`src/design/aorf_pkg.sv`:
```
package aorf_pkg;

	localparam int SAMPLE_W          = 16;
	localparam int CFG_IDX_W         = 2;
	localparam int HISTORY_DEPTH_DEF = 16;
	localparam int WINDOW_STEPS_DEF  = 10;

	// register indexes on the configuration port
	localparam logic [CFG_IDX_W-1:0] REG_MODE    = 2'd0;
	localparam logic [CFG_IDX_W-1:0] REG_CEILING = 2'd1;
	localparam logic [CFG_IDX_W-1:0] REG_FLOOR   = 2'd2;

	localparam logic MODE_RANGE    = 1'b0;
	localparam logic MODE_ADAPTIVE = 1'b1;

	localparam logic                MODE_RST    = MODE_ADAPTIVE;
	localparam logic [SAMPLE_W-1:0] CEILING_RST = 16'd5000;
	localparam logic [SAMPLE_W-1:0] FLOOR_RST   = 16'd60;

	typedef struct packed {
		logic accept;    // input beat taken this cycle
		logic rd_issue;  // read the history entry at the walk pointer
		logic rd_first;  // this read returns the previous sample
		logic load_out;  // load the result register
	} dp_cmd_t;

	typedef struct packed {
		logic mode;      // current mode register
		logic ready;     // enough history for the deviation window
		logic emit;      // item gives a result
	} dp_sts_t;

endpackage

```
`src/design/adaptive_outlier_reject_filter.sv`:
```
// Outlier-reject filter for 16-bit sensor samples, one sample per input beat and at most one
// result beat. In range mode (mode = 0) a sample at or below floor_level is dropped, a sample
// above zero and below range_ceiling passes, anything else repeats the held value. In
// adaptive mode each sample goes into a HISTORY_DEPTH-entry ring; the first WINDOW_STEPS+1
// samples only fill the ring and give no result. After that the history is walked one
// entry per cycle through the single read port of the ring memory, summing WINDOW_STEPS
// absolute differences ending at the previous sample, and the sample passes if it lies
// within previous +/- sum/(WINDOW_STEPS-1) and above floor_level. A finished result waits in
// an output register while the next sample is taken in. The user must write registers
// only while idle; the block itself does not enforce it.
module adaptive_outlier_reject_filter
	import aorf_pkg::*;
#(
	parameter int HISTORY_DEPTH = HISTORY_DEPTH_DEF,
	parameter int WINDOW_STEPS  = WINDOW_STEPS_DEF
) (
	input  logic                 clk,
	input  logic                 arst_n,
	input  logic                 cfg_wr_en,
	input  logic [CFG_IDX_W-1:0] cfg_index,
	input  logic [SAMPLE_W-1:0]  cfg_data,
	input  logic                 in_valid,
	output logic                 in_stall,
	input  logic [SAMPLE_W-1:0]  sample,
	output logic                 out_valid,
	input  logic                 out_stall,
	output logic [SAMPLE_W-1:0]  filtered_value,
	output logic                 accepted
);

	dp_cmd_t cmd;
	dp_sts_t sts;

	aorf_ctrl #(
		.WINDOW_STEPS(WINDOW_STEPS)
	) u_ctrl (
		.clk      (clk),
		.arst_n   (arst_n),
		.in_valid (in_valid),
		.in_stall (in_stall),
		.out_valid(out_valid),
		.out_stall(out_stall),
		.sts      (sts),
		.cmd      (cmd)
	);

	aorf_dp #(
		.HISTORY_DEPTH(HISTORY_DEPTH),
		.WINDOW_STEPS (WINDOW_STEPS)
	) u_dp (
		.clk           (clk),
		.arst_n        (arst_n),
		.cfg_wr_en     (cfg_wr_en),
		.cfg_index     (cfg_index),
		.cfg_data      (cfg_data),
		.sample        (sample),
		.cmd           (cmd),
		.sts           (sts),
		.filtered_value(filtered_value),
		.accepted      (accepted)
	);

endmodule

```
`src/design/aorf_ram.sv`:
```
module aorf_ram #(
	parameter int WIDTH = 16,
	parameter int DEPTH = 16
) (
	input  logic                     clk,
	input  logic                     we,
	input  logic [$clog2(DEPTH)-1:0] waddr,
	input  logic [WIDTH-1:0]         wdata,
	input  logic [$clog2(DEPTH)-1:0] raddr,
	output logic [WIDTH-1:0]         rdata
);

	logic [WIDTH-1:0] mem_q [DEPTH];

	always_ff @(posedge clk) begin
		if (we) begin
			mem_q[waddr] <= wdata;
		end
		rdata <= mem_q[raddr];
	end

endmodule

```
`src/design/aorf_dp.sv`:
```
module aorf_dp
	import aorf_pkg::*;
#(
	parameter int HISTORY_DEPTH = HISTORY_DEPTH_DEF,
	parameter int WINDOW_STEPS  = WINDOW_STEPS_DEF
) (
	input  logic                 clk,
	input  logic                 arst_n,
	input  logic                 cfg_wr_en,
	input  logic [CFG_IDX_W-1:0] cfg_index,
	input  logic [SAMPLE_W-1:0]  cfg_data,
	input  logic [SAMPLE_W-1:0]  sample,
	input  dp_cmd_t              cmd,
	output dp_sts_t              sts,
	output logic [SAMPLE_W-1:0]  filtered_value,
	output logic                 accepted
);

	localparam int AW    = $clog2(HISTORY_DEPTH);
	localparam int FW    = $clog2(WINDOW_STEPS + 2);
	localparam int SUM_W = SAMPLE_W + $clog2(WINDOW_STEPS);

	logic                mode_q;
	logic [SAMPLE_W-1:0] ceiling_q;
	logic [SAMPLE_W-1:0] floor_q;
	logic [AW-1:0]       wr_q;
	logic [AW-1:0]       rd_addr_q;
	logic [FW-1:0]       fill_q;
	logic [SAMPLE_W-1:0] held_q;
	logic [SAMPLE_W-1:0] sample_q;
	logic [SAMPLE_W-1:0] prev_q;
	logic [SAMPLE_W-1:0] last_q;
	logic [SUM_W-1:0]    sum_q;
	logic                rd_vld_q;
	logic                rd_first_q;
	logic [SAMPLE_W-1:0] rdata;
	logic                ready;
	logic [SAMPLE_W-1:0] step_diff;
	logic [SAMPLE_W-1:0] dev;
	logic [SUM_W-1:0]    dev_scaled;
	logic                pass;

	function automatic logic [AW-1:0] ring_back(input logic [AW-1:0] a);
		ring_back = (a == '0) ? AW'(HISTORY_DEPTH - 1) : a - AW'(1);
	endfunction

	aorf_ram #(
		.WIDTH(SAMPLE_W),
		.DEPTH(HISTORY_DEPTH)
	) u_ring (
		.clk  (clk),
		.we   (cmd.accept && mode_q),
		.waddr(wr_q),
		.wdata(sample),
		.raddr(rd_addr_q),
		.rdata(rdata)
	);

	assign ready = (fill_q == FW'(WINDOW_STEPS + 1));

	assign step_diff = (last_q >= rdata) ? last_q - rdata : rdata - last_q;
	assign dev       = (sample_q >= prev_q) ? sample_q - prev_q : prev_q - sample_q;
	// |s - prev| <= sum / (steps - 1) with floor division is the same as
	// |s - prev| * (steps - 1) <= sum, since the deviation is whole
	assign dev_scaled = SUM_W'(dev) * SUM_W'(WINDOW_STEPS - 1);

	always_comb begin
		if (mode_q == MODE_RANGE) begin
			pass = (sample_q != '0) && (sample_q < ceiling_q);
		end else begin
			pass = (dev_scaled <= sum_q) && (sample_q > floor_q);
		end
	end

	assign sts.mode  = mode_q;
	assign sts.ready = ready;
	assign sts.emit  = (mode_q == MODE_ADAPTIVE) || (sample_q > floor_q);

	always_ff @(posedge clk or negedge arst_n) begin
		if (!arst_n) begin
			mode_q     <= MODE_RST;
			ceiling_q  <= CEILING_RST;
			floor_q    <= FLOOR_RST;
			wr_q       <= '0;
			fill_q     <= '0;
			held_q     <= '0;
			rd_vld_q   <= 1'b0;
			rd_first_q <= 1'b0;
		end else begin
			if (cfg_wr_en) begin
				unique case (cfg_index)
					REG_MODE:    mode_q    <= cfg_data[0];
					REG_CEILING: ceiling_q <= cfg_data;
					REG_FLOOR:   floor_q   <= cfg_data;
					default:     ;
				endcase
			end
			if (cmd.accept && mode_q == MODE_ADAPTIVE) begin
				wr_q <= (wr_q == AW'(HISTORY_DEPTH - 1)) ? '0 : wr_q + AW'(1);
				if (!ready) begin
					fill_q <= fill_q + FW'(1);
				end
			end
			if (cmd.load_out && pass) begin
				held_q <= sample_q;
			end
			rd_vld_q   <= cmd.rd_issue;
			rd_first_q <= cmd.rd_first;
		end
	end

	always_ff @(posedge clk) begin
		if (cmd.accept) begin
			sample_q  <= sample;
			rd_addr_q <= ring_back(wr_q);
		end else if (cmd.rd_issue) begin
			rd_addr_q <= ring_back(rd_addr_q);
		end
		// walk from the previous sample towards older entries
		if (rd_vld_q) begin
			last_q <= rdata;
			if (rd_first_q) begin
				prev_q <= rdata;
				sum_q  <= '0;
			end else begin
				sum_q <= sum_q + SUM_W'(step_diff);
			end
		end
		if (cmd.load_out) begin
			filtered_value <= pass ? sample_q : held_q;
			accepted       <= pass;
		end
	end

endmodule

```
`src/design/aorf_ctrl.sv`:
```
module aorf_ctrl
	import aorf_pkg::*;
#(
	parameter int WINDOW_STEPS = WINDOW_STEPS_DEF
) (
	input  logic    clk,
	input  logic    arst_n,
	input  logic    in_valid,
	output logic    in_stall,
	output logic    out_valid,
	input  logic    out_stall,
	input  dp_sts_t sts,
	output dp_cmd_t cmd
);

	localparam int SW = $clog2(WINDOW_STEPS + 1);

	typedef enum logic [1:0] {
		IDLE,
		WALK,
		DRAIN,
		FINISH
	} state_t;

	state_t        state_q;
	logic [SW-1:0] step_q;
	logic          out_valid_q;
	logic          slot_free;

	assign slot_free = !out_valid_q || !out_stall;
	assign in_stall  = (state_q != IDLE);
	assign out_valid = out_valid_q;

	always_comb begin
		cmd.accept   = (state_q == IDLE) && in_valid;
		cmd.rd_issue = (state_q == WALK);
		cmd.rd_first = (state_q == WALK) && (step_q == '0);
		cmd.load_out = (state_q == FINISH) && sts.emit && slot_free;
	end

	always_ff @(posedge clk or negedge arst_n) begin
		if (!arst_n) begin
			state_q     <= IDLE;
			step_q      <= '0;
			out_valid_q <= 1'b0;
		end else begin
			if (cmd.load_out) begin
				out_valid_q <= 1'b1;
			end else if (out_valid_q && !out_stall) begin
				out_valid_q <= 1'b0;
			end
			unique case (state_q)
				IDLE: begin
					step_q <= '0;
					if (cmd.accept) begin
						if (sts.mode == MODE_RANGE) begin
							state_q <= FINISH;
						end else if (sts.ready) begin
							state_q <= WALK;
						end
					end
				end
				WALK: begin
					step_q <= step_q + SW'(1);
					if (step_q == SW'(WINDOW_STEPS)) begin
						state_q <= DRAIN;
					end
				end
				// last read data lands in the sum
				DRAIN: state_q <= FINISH;
				FINISH: begin
					if (!sts.emit || slot_free) begin
						state_q <= IDLE;
					end
				end
				default: state_q <= IDLE;
			endcase
		end
	end

	a_load_free: assert property (@(posedge clk) disable iff (!arst_n)
		cmd.load_out |-> !(out_valid_q && out_stall))
		else $error("result loaded over a waiting beat");

	a_walk_start: assert property (@(posedge clk) disable iff (!arst_n)
		(cmd.accept && sts.mode == MODE_ADAPTIVE && sts.ready)
		|=> (state_q == WALK && step_q == '0))
		else $error("history walk did not start");

	a_drain_after_walk: assert property (@(posedge clk) disable iff (!arst_n)
		(state_q == DRAIN) |-> ($past(state_q) == WALK && $past(step_q) == SW'(WINDOW_STEPS)))
		else $error("walk ended early");

	a_warmup_idle: assert property (@(posedge clk) disable iff (!arst_n)
		(cmd.accept && sts.mode == MODE_ADAPTIVE && !sts.ready) |=> (state_q == IDLE))
		else $error("warm-up sample left idle");

endmodule

```
`config.mk`:
```
export PLATFORM = sky130hd
export DESIGN_NAME = adaptive_outlier_reject_filter
export DESIGN_NICKNAME = d
export VERILOG_FILES = /design/src/design/aorf_pkg.sv /design/src/design/adaptive_outlier_reject_filter.sv /design/src/design/aorf_ram.sv /design/src/design/aorf_dp.sv /design/src/design/aorf_ctrl.sv
export SDC_FILE = /design/constraint.sdc
export NUM_CORES = 1
export LEC_CHECK = 0
export ABC_CLOCK_PERIOD_IN_PS = 7950
export BUFFER_PORTS_ARGS = -buffer_cell sky130_fd_sc_hd__buf_4
export CAP_MARGIN = 10
export CELL_PAD_IN_SITES_DETAIL_PLACEMENT = 2
export CELL_PAD_IN_SITES_GLOBAL_PLACEMENT = 2
export CORE_ASPECT_RATIO = 1.4
export CORE_MARGIN = 2
export CORE_UTILIZATION = 46
export DETAILED_ROUTE_END_ITERATION = 8
export PLACE_DENSITY = 0.81
export SYNTH_ARGS = -nofsm -noshare
export SYNTH_HDL_FRONTEND = slang
export SYNTH_HIERARCHICAL = 1
export SYNTH_SLANG_ARGS = --single-unit
```
`constraint.sdc`:
```
create_clock -name clk -period 7.95 [get_ports clk]
set_clock_uncertainty 0.05 [all_clocks]
set_input_delay 0.795 -clock clk [delete_from_list [all_inputs] [get_ports clk]]
set_output_delay 0.795 -clock clk [all_outputs]
set_load 0.03 [all_outputs]
```
==> results.yml, run 1 <==
die:
  core_area_sq_um: 46700
  die_w_um: 187
  pin_count: 58
  initial_core_util: 0.463
  fp.dieArea_sq_um: 48800
  die_y_um: 261
  rows: 94
drt:
  avgRoutedWirePerCell_um: 27.8
  first_iter_violations: 728
  drc: 0
  ant_nets: 0
  drt_wl_total_um: 64700
  viasPerCell: 5.89
  firstDrtPassIters: 5
  vias: 13700
critical_path:
  cp-endpoint: "u_dp/filtered_value[9]$_DFFE_PP_"
  crit_arrival_ns: 7.84
  worstPathBufferInverterCount: 3
  start_kind: "flip-flop"
  required_ns: 8.22
  worstSetupStartpoint: "u_dp/sample_q[7]$_DFFE_PP_"
  critPathMaxFanout: 17
  cp_slowest_cell: "edfxtp_1"
  r2r_slack_ns: 0.38
  cp_top_family: "compound AO/OA/AOI/OAI gates"
  cp_slowest_stage_delay_ns: 0.50
  reg2reg_to: "u_dp/filtered_value[9]$_DFFE_PP_"
  cp-end-kind: "flip-flop"
  rr_worst_depth: 29
  cp.depth: 29
  crit_top_cell: "ha_1"
  setup.worst_path.class: "reg2reg"
  regToRegStartpoint: "u_dp/sample_q[7]$_DFFE_PP_"
global_routing:
  grt.overflow.total: 0
  grt_pass1_wl_um: 98900
  antenna_found_initial: 0
  grt_pass1_vias: 15700
  grt_max_degree: 67
  track_usage: 0.272
final_layout:
  layout_common_cells: "345 x edfxtp_1, 168 x ha_1, 151 x inv_1"
  nets: 1876
  top_register: "u_dp/u_ring/mem_q"
  insertedDiodeCount: 0
  drive_gt1_frac: 0.190
  areaGrowthSynthToFinish_pct: 12.6
  largest_reg_flops: 256
  final_area_sq_um: 24300
  mostFrequentLayoutCell: "edfxtp_1"
  reg_top3: "u_dp/u_ring/mem_q (256), u_dp/sum_q (20)"
  layout.cells.non_filler: 2322
clock_network:
  clk_latency_ns: 0.58
  numCtsBuffers: 43
  clock_path_buffers: 3
  htree_levels: 2
  cts_root_buf: "clkbuf_16"
  cts.clk_slew.worst_paths_ns: 0.06
  clock-sinks: 427
  cts_tree: "done"
logic_synthesis:
  syn_nets: 1783
  ys_seq_area_frac: 0.571
  syn_area_per_cell_sq_um: 13.8
  synthFlopType: "edfxtp_1"
  yosys-top-cells-area: "edfxtp_1 48%, ha_1 9.7%, dfrtp_1 6.5%"
  synth_area_sq_um: 21600
  yosys_warnings: 6
  synth_top_area_share: 0.479
  ys_types: 74
  syn_inst: 1570
  ys_seq_elements: 427
  synth_top_cell_by_area: "edfxtp_1"
  synth_edf_count: 345
  ys_async_sr_fraction: 0.155
min_path:
  hp-class: "in2async"
place:
  dp_hpwl_um: 45500
  routabilityCongestion: 0.865
  placed_area_sq_um: 22900
  portBuffers: 57
  placed_cells: 2241
outcome:
  status: "completed"
sta:
  drv_slew: 0
  fmax_mhz: 132
  setup_viol: 0
  relSlewSlack: 0.325
  setup-tns-final_ns: 0
  fin_crit_sh: 0.952
  hold_viol: 0
  timing.final.crit_period_ns: 7.57
  max_slew.worst_pin.slew_ns: 1.01
run:
  cap_violations: 0
-- cell type report --
type                            instances  area (sq um)
Sequential cell                       427         12300
Inverter                              152           571
Tap cell                              624           781
Clock buffer                           57          1170
Timing Repair Buffer                   94           709
Fill cell                            4333         22300
Multi-Input combinational cell        945          8530
Clock inverter                         23           243
-- metal layers --
metal  routed length, um  global-route usage  up-vias
met5                   0                   0        -
met2               35700               0.525      285
met3                1830              0.0311      144
met1               24500               0.303     7164
met4                2640               0.108        0
li1                    -                   -     6095
-- through the flow --
stage	hold WS [ns]	utilization	worst slack, ns
6_report	0.292	0.521	0.383
5_1_grt	0.344	0.521	-0.0688
4_1_cts	0.305	0.520	0.130
3_5_place_dp	0.441	0.490	-0.0249
3_3_place_gp	0.420	0.490	0.284
2_1_floorplan	0.376	-	1.23
-- what timing repair did --
item | 4_1_cts | 5_1_grt
buffers inserted | 0 | 1
gates resized for setup | 1 | 9
endpoints found under the setup margin | 32 | 33
pin swaps | 0 | 1
hold buffers | 0 | 0
-- worst min-delay path by stage --
stage	start	to	slack [ns]	cells after the start
floorplan	u_dp/u_ring/rdata[15]$_DFF_P_	u_dp/last_q[15]$_DFFE_PP_	0.38	0
global placement	u_ctrl/step_q[3]$_DFFE_PN0P_	u_dp/rd_first_q$_DFF_PN0_	0.42	1
detailed placement	u_ctrl/step_q[3]$_DFFE_PN0P_	u_dp/rd_first_q$_DFF_PN0_	0.44	1
CTS	arst_n	u_dp/fill_q[2]$_DFFE_PN0P_	0.30	1
global route	arst_n	u_dp/wr_q[1]$_DFFE_PN0P_	0.34	1
finish	arst_n	u_dp/fill_q[2]$_DFFE_PN0P_	0.29	1
-- worst register-to-register path, delay by kind of cell, from the launching register on --
kind                     cells  cell delay (ns)
multiplexers                 1             0.38
flip-flops                   1             0.50
adder cells (fa/ha/maj)      4             1.32
AND/OR/NAND/NOR              4             0.80
XOR/XNOR                     2             0.34
AO/OA/AOI/OAI               15             3.39
buffers and inverters        3             0.52
-- logic make-up after synthesis --
kind of cell	Yosys count	share of synthesized area
AOI/OAI and AO/OA	301	0.0927
xor gates and xnor gates	57	0.0231
adders and majority gates	174	0.103
buffers and inverters	198	0.0380
DFF	427	0.571
muxes	147	0.111
and+or+nand+nor	266	0.0617
-- synth_stat cells (7+ instances only) --
| library cell | count |
|---|---|
| edfxtp_1 | 345 |
| ha_1 | 168 |
| inv_1 | 151 |
| a21oi_1 | 79 |
| nor2_1 | 75 |
| mux2_2 | 69 |
| dfrtp_1 | 56 |
| mux4_2 | 54 |
| nand2_1 | 54 |
| o21ai_0 | 46 |
| a21o_1 | 45 |
| a22oi_1 | 34 |
| xnor2_1 | 34 |
| clkbuf_1 | 24 |
| nor3_1 | 23 |
| xor2_1 | 23 |
| dfxtp_1 | 16 |
| nor2b_1 | 16 |
| nand3_1 | 15 |
| mux2i_1 | 14 |
| nand4_1 | 14 |
| nand2b_1 | 12 |
| a211oi_1 | 10 |
| dfstp_2 | 10 |
| mux4_1 | 10 |
| o211ai_1 | 10 |
| o21a_1 | 9 |
| and2_1 | 8 |
| nand3b_1 | 8 |
| o21bai_1 | 8 |
| or2_2 | 8 |
| a221oi_1 | 7 |
| a31oi_1 | 7 |
| buf_4 | 7 |
| o31ai_1 | 7 |
| or3_1 | 7 |
Power of run 1 is not shown: default switching activity piles up to over one toggle a cycle in this logic, so the estimate is an artifact.
==> run 2: changes to the inputs <==
RECOVER_POWER = 50   (was unset)
==> run 2 against run 1 <==
Effect of this change:
- the run now ends with max-capacitance violations, max-slew violations left
- cell count unchanged
- worst setup slack improved by 0.0055 ns
- routed wire length grew 0.18%
- first-iteration DRC count grew 1.9%
- die area stayed put
- fmax hardly changed
- cell area fell by 0.31%
- critical path depth unchanged
- register-to-register slack hardly changed
==> results.yml, run 2 (same netlist as run 1, synthesis figures left out) <==
outcome:
  status: "finished with violations"
  violations: "max-capacitance violations, max-slew violations"
critical_path:
  cp_slowest_cell: "edfxtp_1"
  crit_arrival_ns: 7.83
  cp-end-kind: "flip-flop"
  rr_worst_depth: 29
  critPathMaxFanout: 17
  r2r_slack_ns: 0.39
  cp_slowest_stage_delay_ns: 0.50
  reg2reg_to: "u_dp/filtered_value[9]$_DFFE_PP_"
  start_kind: "flip-flop"
  crit_top_cell: "ha_1"
  required_ns: 8.22
  regToRegStartpoint: "u_dp/sample_q[7]$_DFFE_PP_"
  setup.worst_path.class: "reg2reg"
min_path:
  min_from: "out_stall"
  whs_path_depth: 3
  hold-path-endpoint: "u_ctrl/out_valid$_DFFE_PN0P_"
  hp-class: "in2reg"
global_routing:
  grt_max_degree: 67
  grt_pass1_wl_um: 98900
  track_usage: 0.272
  antenna_found_initial: 0
  grt.overflow.total: 0
  grt_pass1_vias: 15700
clock_network:
  htree_levels: 2
  clk_latency_ns: 0.58
  ctsHoldBuffers: 0
  cts_root_buf: "clkbuf_16"
  clock_path_buffers: 3
  clock-sinks: 427
  cts_tree: "done"
  cts.clk_slew.worst_paths_ns: 0.06
  numCtsBuffers: 43
sta:
  relSlewSlack: -1.52
  hold_viol: 0
  fmax_mhz: 132
  setup_viol: 0
  drv_slew: 105
  timing.final.crit_period_ns: 7.56
  fin_crit_sh: 0.951
  max_slew.worst_pin.slew_ns: 3.78
  timing.final.ws_setup_ns: 0.389
drt:
  firstDrtPassIters: 5
  first_iter_violations: 742
  drt_wl_total_um: 64800
  ant_nets: 0
  drc: 0
  vias: 13700
  viasPerCell: 5.91
  avgRoutedWirePerCell_um: 27.9
die:
  core_area_sq_um: 46700
  die_y_um: 261
  fp.dieArea_sq_um: 48800
  pin_count: 58
  die_w_um: 187
  initial_core_util: 0.463
  rows: 94
final_layout:
  final_core_util: 0.520
  layout_common_cells: "345 x edfxtp_1, 168 x ha_1, 151 x inv_1"
  layout.cells.non_filler: 2322
  fillers: 4355
  largest_reg_flops: 256
  nets: 1876
  multiInputGateArea_sq_um: 8530
  drive_gt1_frac: 0.178
  top_register: "u_dp/u_ring/mem_q"
  reg_top3: "u_dp/u_ring/mem_q (256), u_dp/sum_q (20)"
  seqCellArea_sq_um: 12300
  final_area_sq_um: 24300
  insertedDiodeCount: 0
  mostFrequentLayoutCell: "edfxtp_1"
  areaGrowthSynthToFinish_pct: 12.2
place:
  preCtsSetupSlack_ns: -0.0249
  routabilityCongestion: 0.865
  portBuffers: 57
  placed_area_sq_um: 22900
  placed_cells: 2241
  dp_hpwl_um: 45500
run:
  cap_violations: 2
## run 2: stage by stage
step	setup TNS, ns	hold slack, ns
finish	0	0.405
detailed placement	-0.107	0.441
floorplan	0	0.376
global route	-0.720	0.399
global placement	0	0.420
CTS	0	0.305
## run 2: area by class of cell
cell class,count,share of cell area
sequential,427,0.509
inverter,152,0.0235
tap,624,0.0322
clock buffer,57,0.0482
timing repair buffer,94,0.0261
multi-input combinational,945,0.351
clock inverter,23,0.0100
## run 2: critical path, delay by kind of cell (launching register included)
| family | cells | cell delay [ns] |
|---|---|---|
| xor gates and xnor gates | 2 | 0.34 |
| buffers and inverters | 3 | 0.51 |
| muxes | 1 | 0.38 |
| and+or+nand+nor | 4 | 0.80 |
| adders and majority gates | 4 | 1.32 |
| AOI/OAI and AO/OA | 15 | 3.37 |
| DFF | 1 | 0.50 |
## run 2: routing by layer
layer	wire, um	part of all wire	GRT usage
met5	0	0	0
met4	2610	0.040	0.108
met3	2110	0.033	0.0311
met2	35700	0.55	0.525
met1	24400	0.38	0.303
## run 2: worst max-delay path by stage
| stage | from | to | slack, ns | cells past startpoint |
|---|---|---|---|---|
| floorplan | u_dp/sample_q[5]$_DFFE_PP_ | u_dp/filtered_value[10]$_DFFE_PP_ | 1.23 | 29 |
| global placement | u_dp/sample_q[11]$_DFFE_PP_ | u_dp/held_q[12]$_DFFE_PN0P_ | 0.28 | 27 |
| detailed placement | u_dp/sample_q[11]$_DFFE_PP_ | u_dp/filtered_value[15]$_DFFE_PP_ | -0.02 | 28 |
| CTS | u_dp/sample_q[11]$_DFFE_PP_ | u_dp/filtered_value[9]$_DFFE_PP_ | 0.13 | 28 |
| global route | u_dp/sample_q[11]$_DFFE_PP_ | u_dp/filtered_value[9]$_DFFE_PP_ | -0.07 | 29 |
| finish | u_dp/sample_q[7]$_DFFE_PP_ | u_dp/filtered_value[9]$_DFFE_PP_ | 0.39 | 29 |
## run 2: what timing repair did
action / in CTS / in global routing
pin swaps: 0 / 1
setup endpoints to repair: 32 / 33
buffers inserted: 0 / 1
gates resized for setup: 1 / 9
Power of run 2 is left out for the same reason.
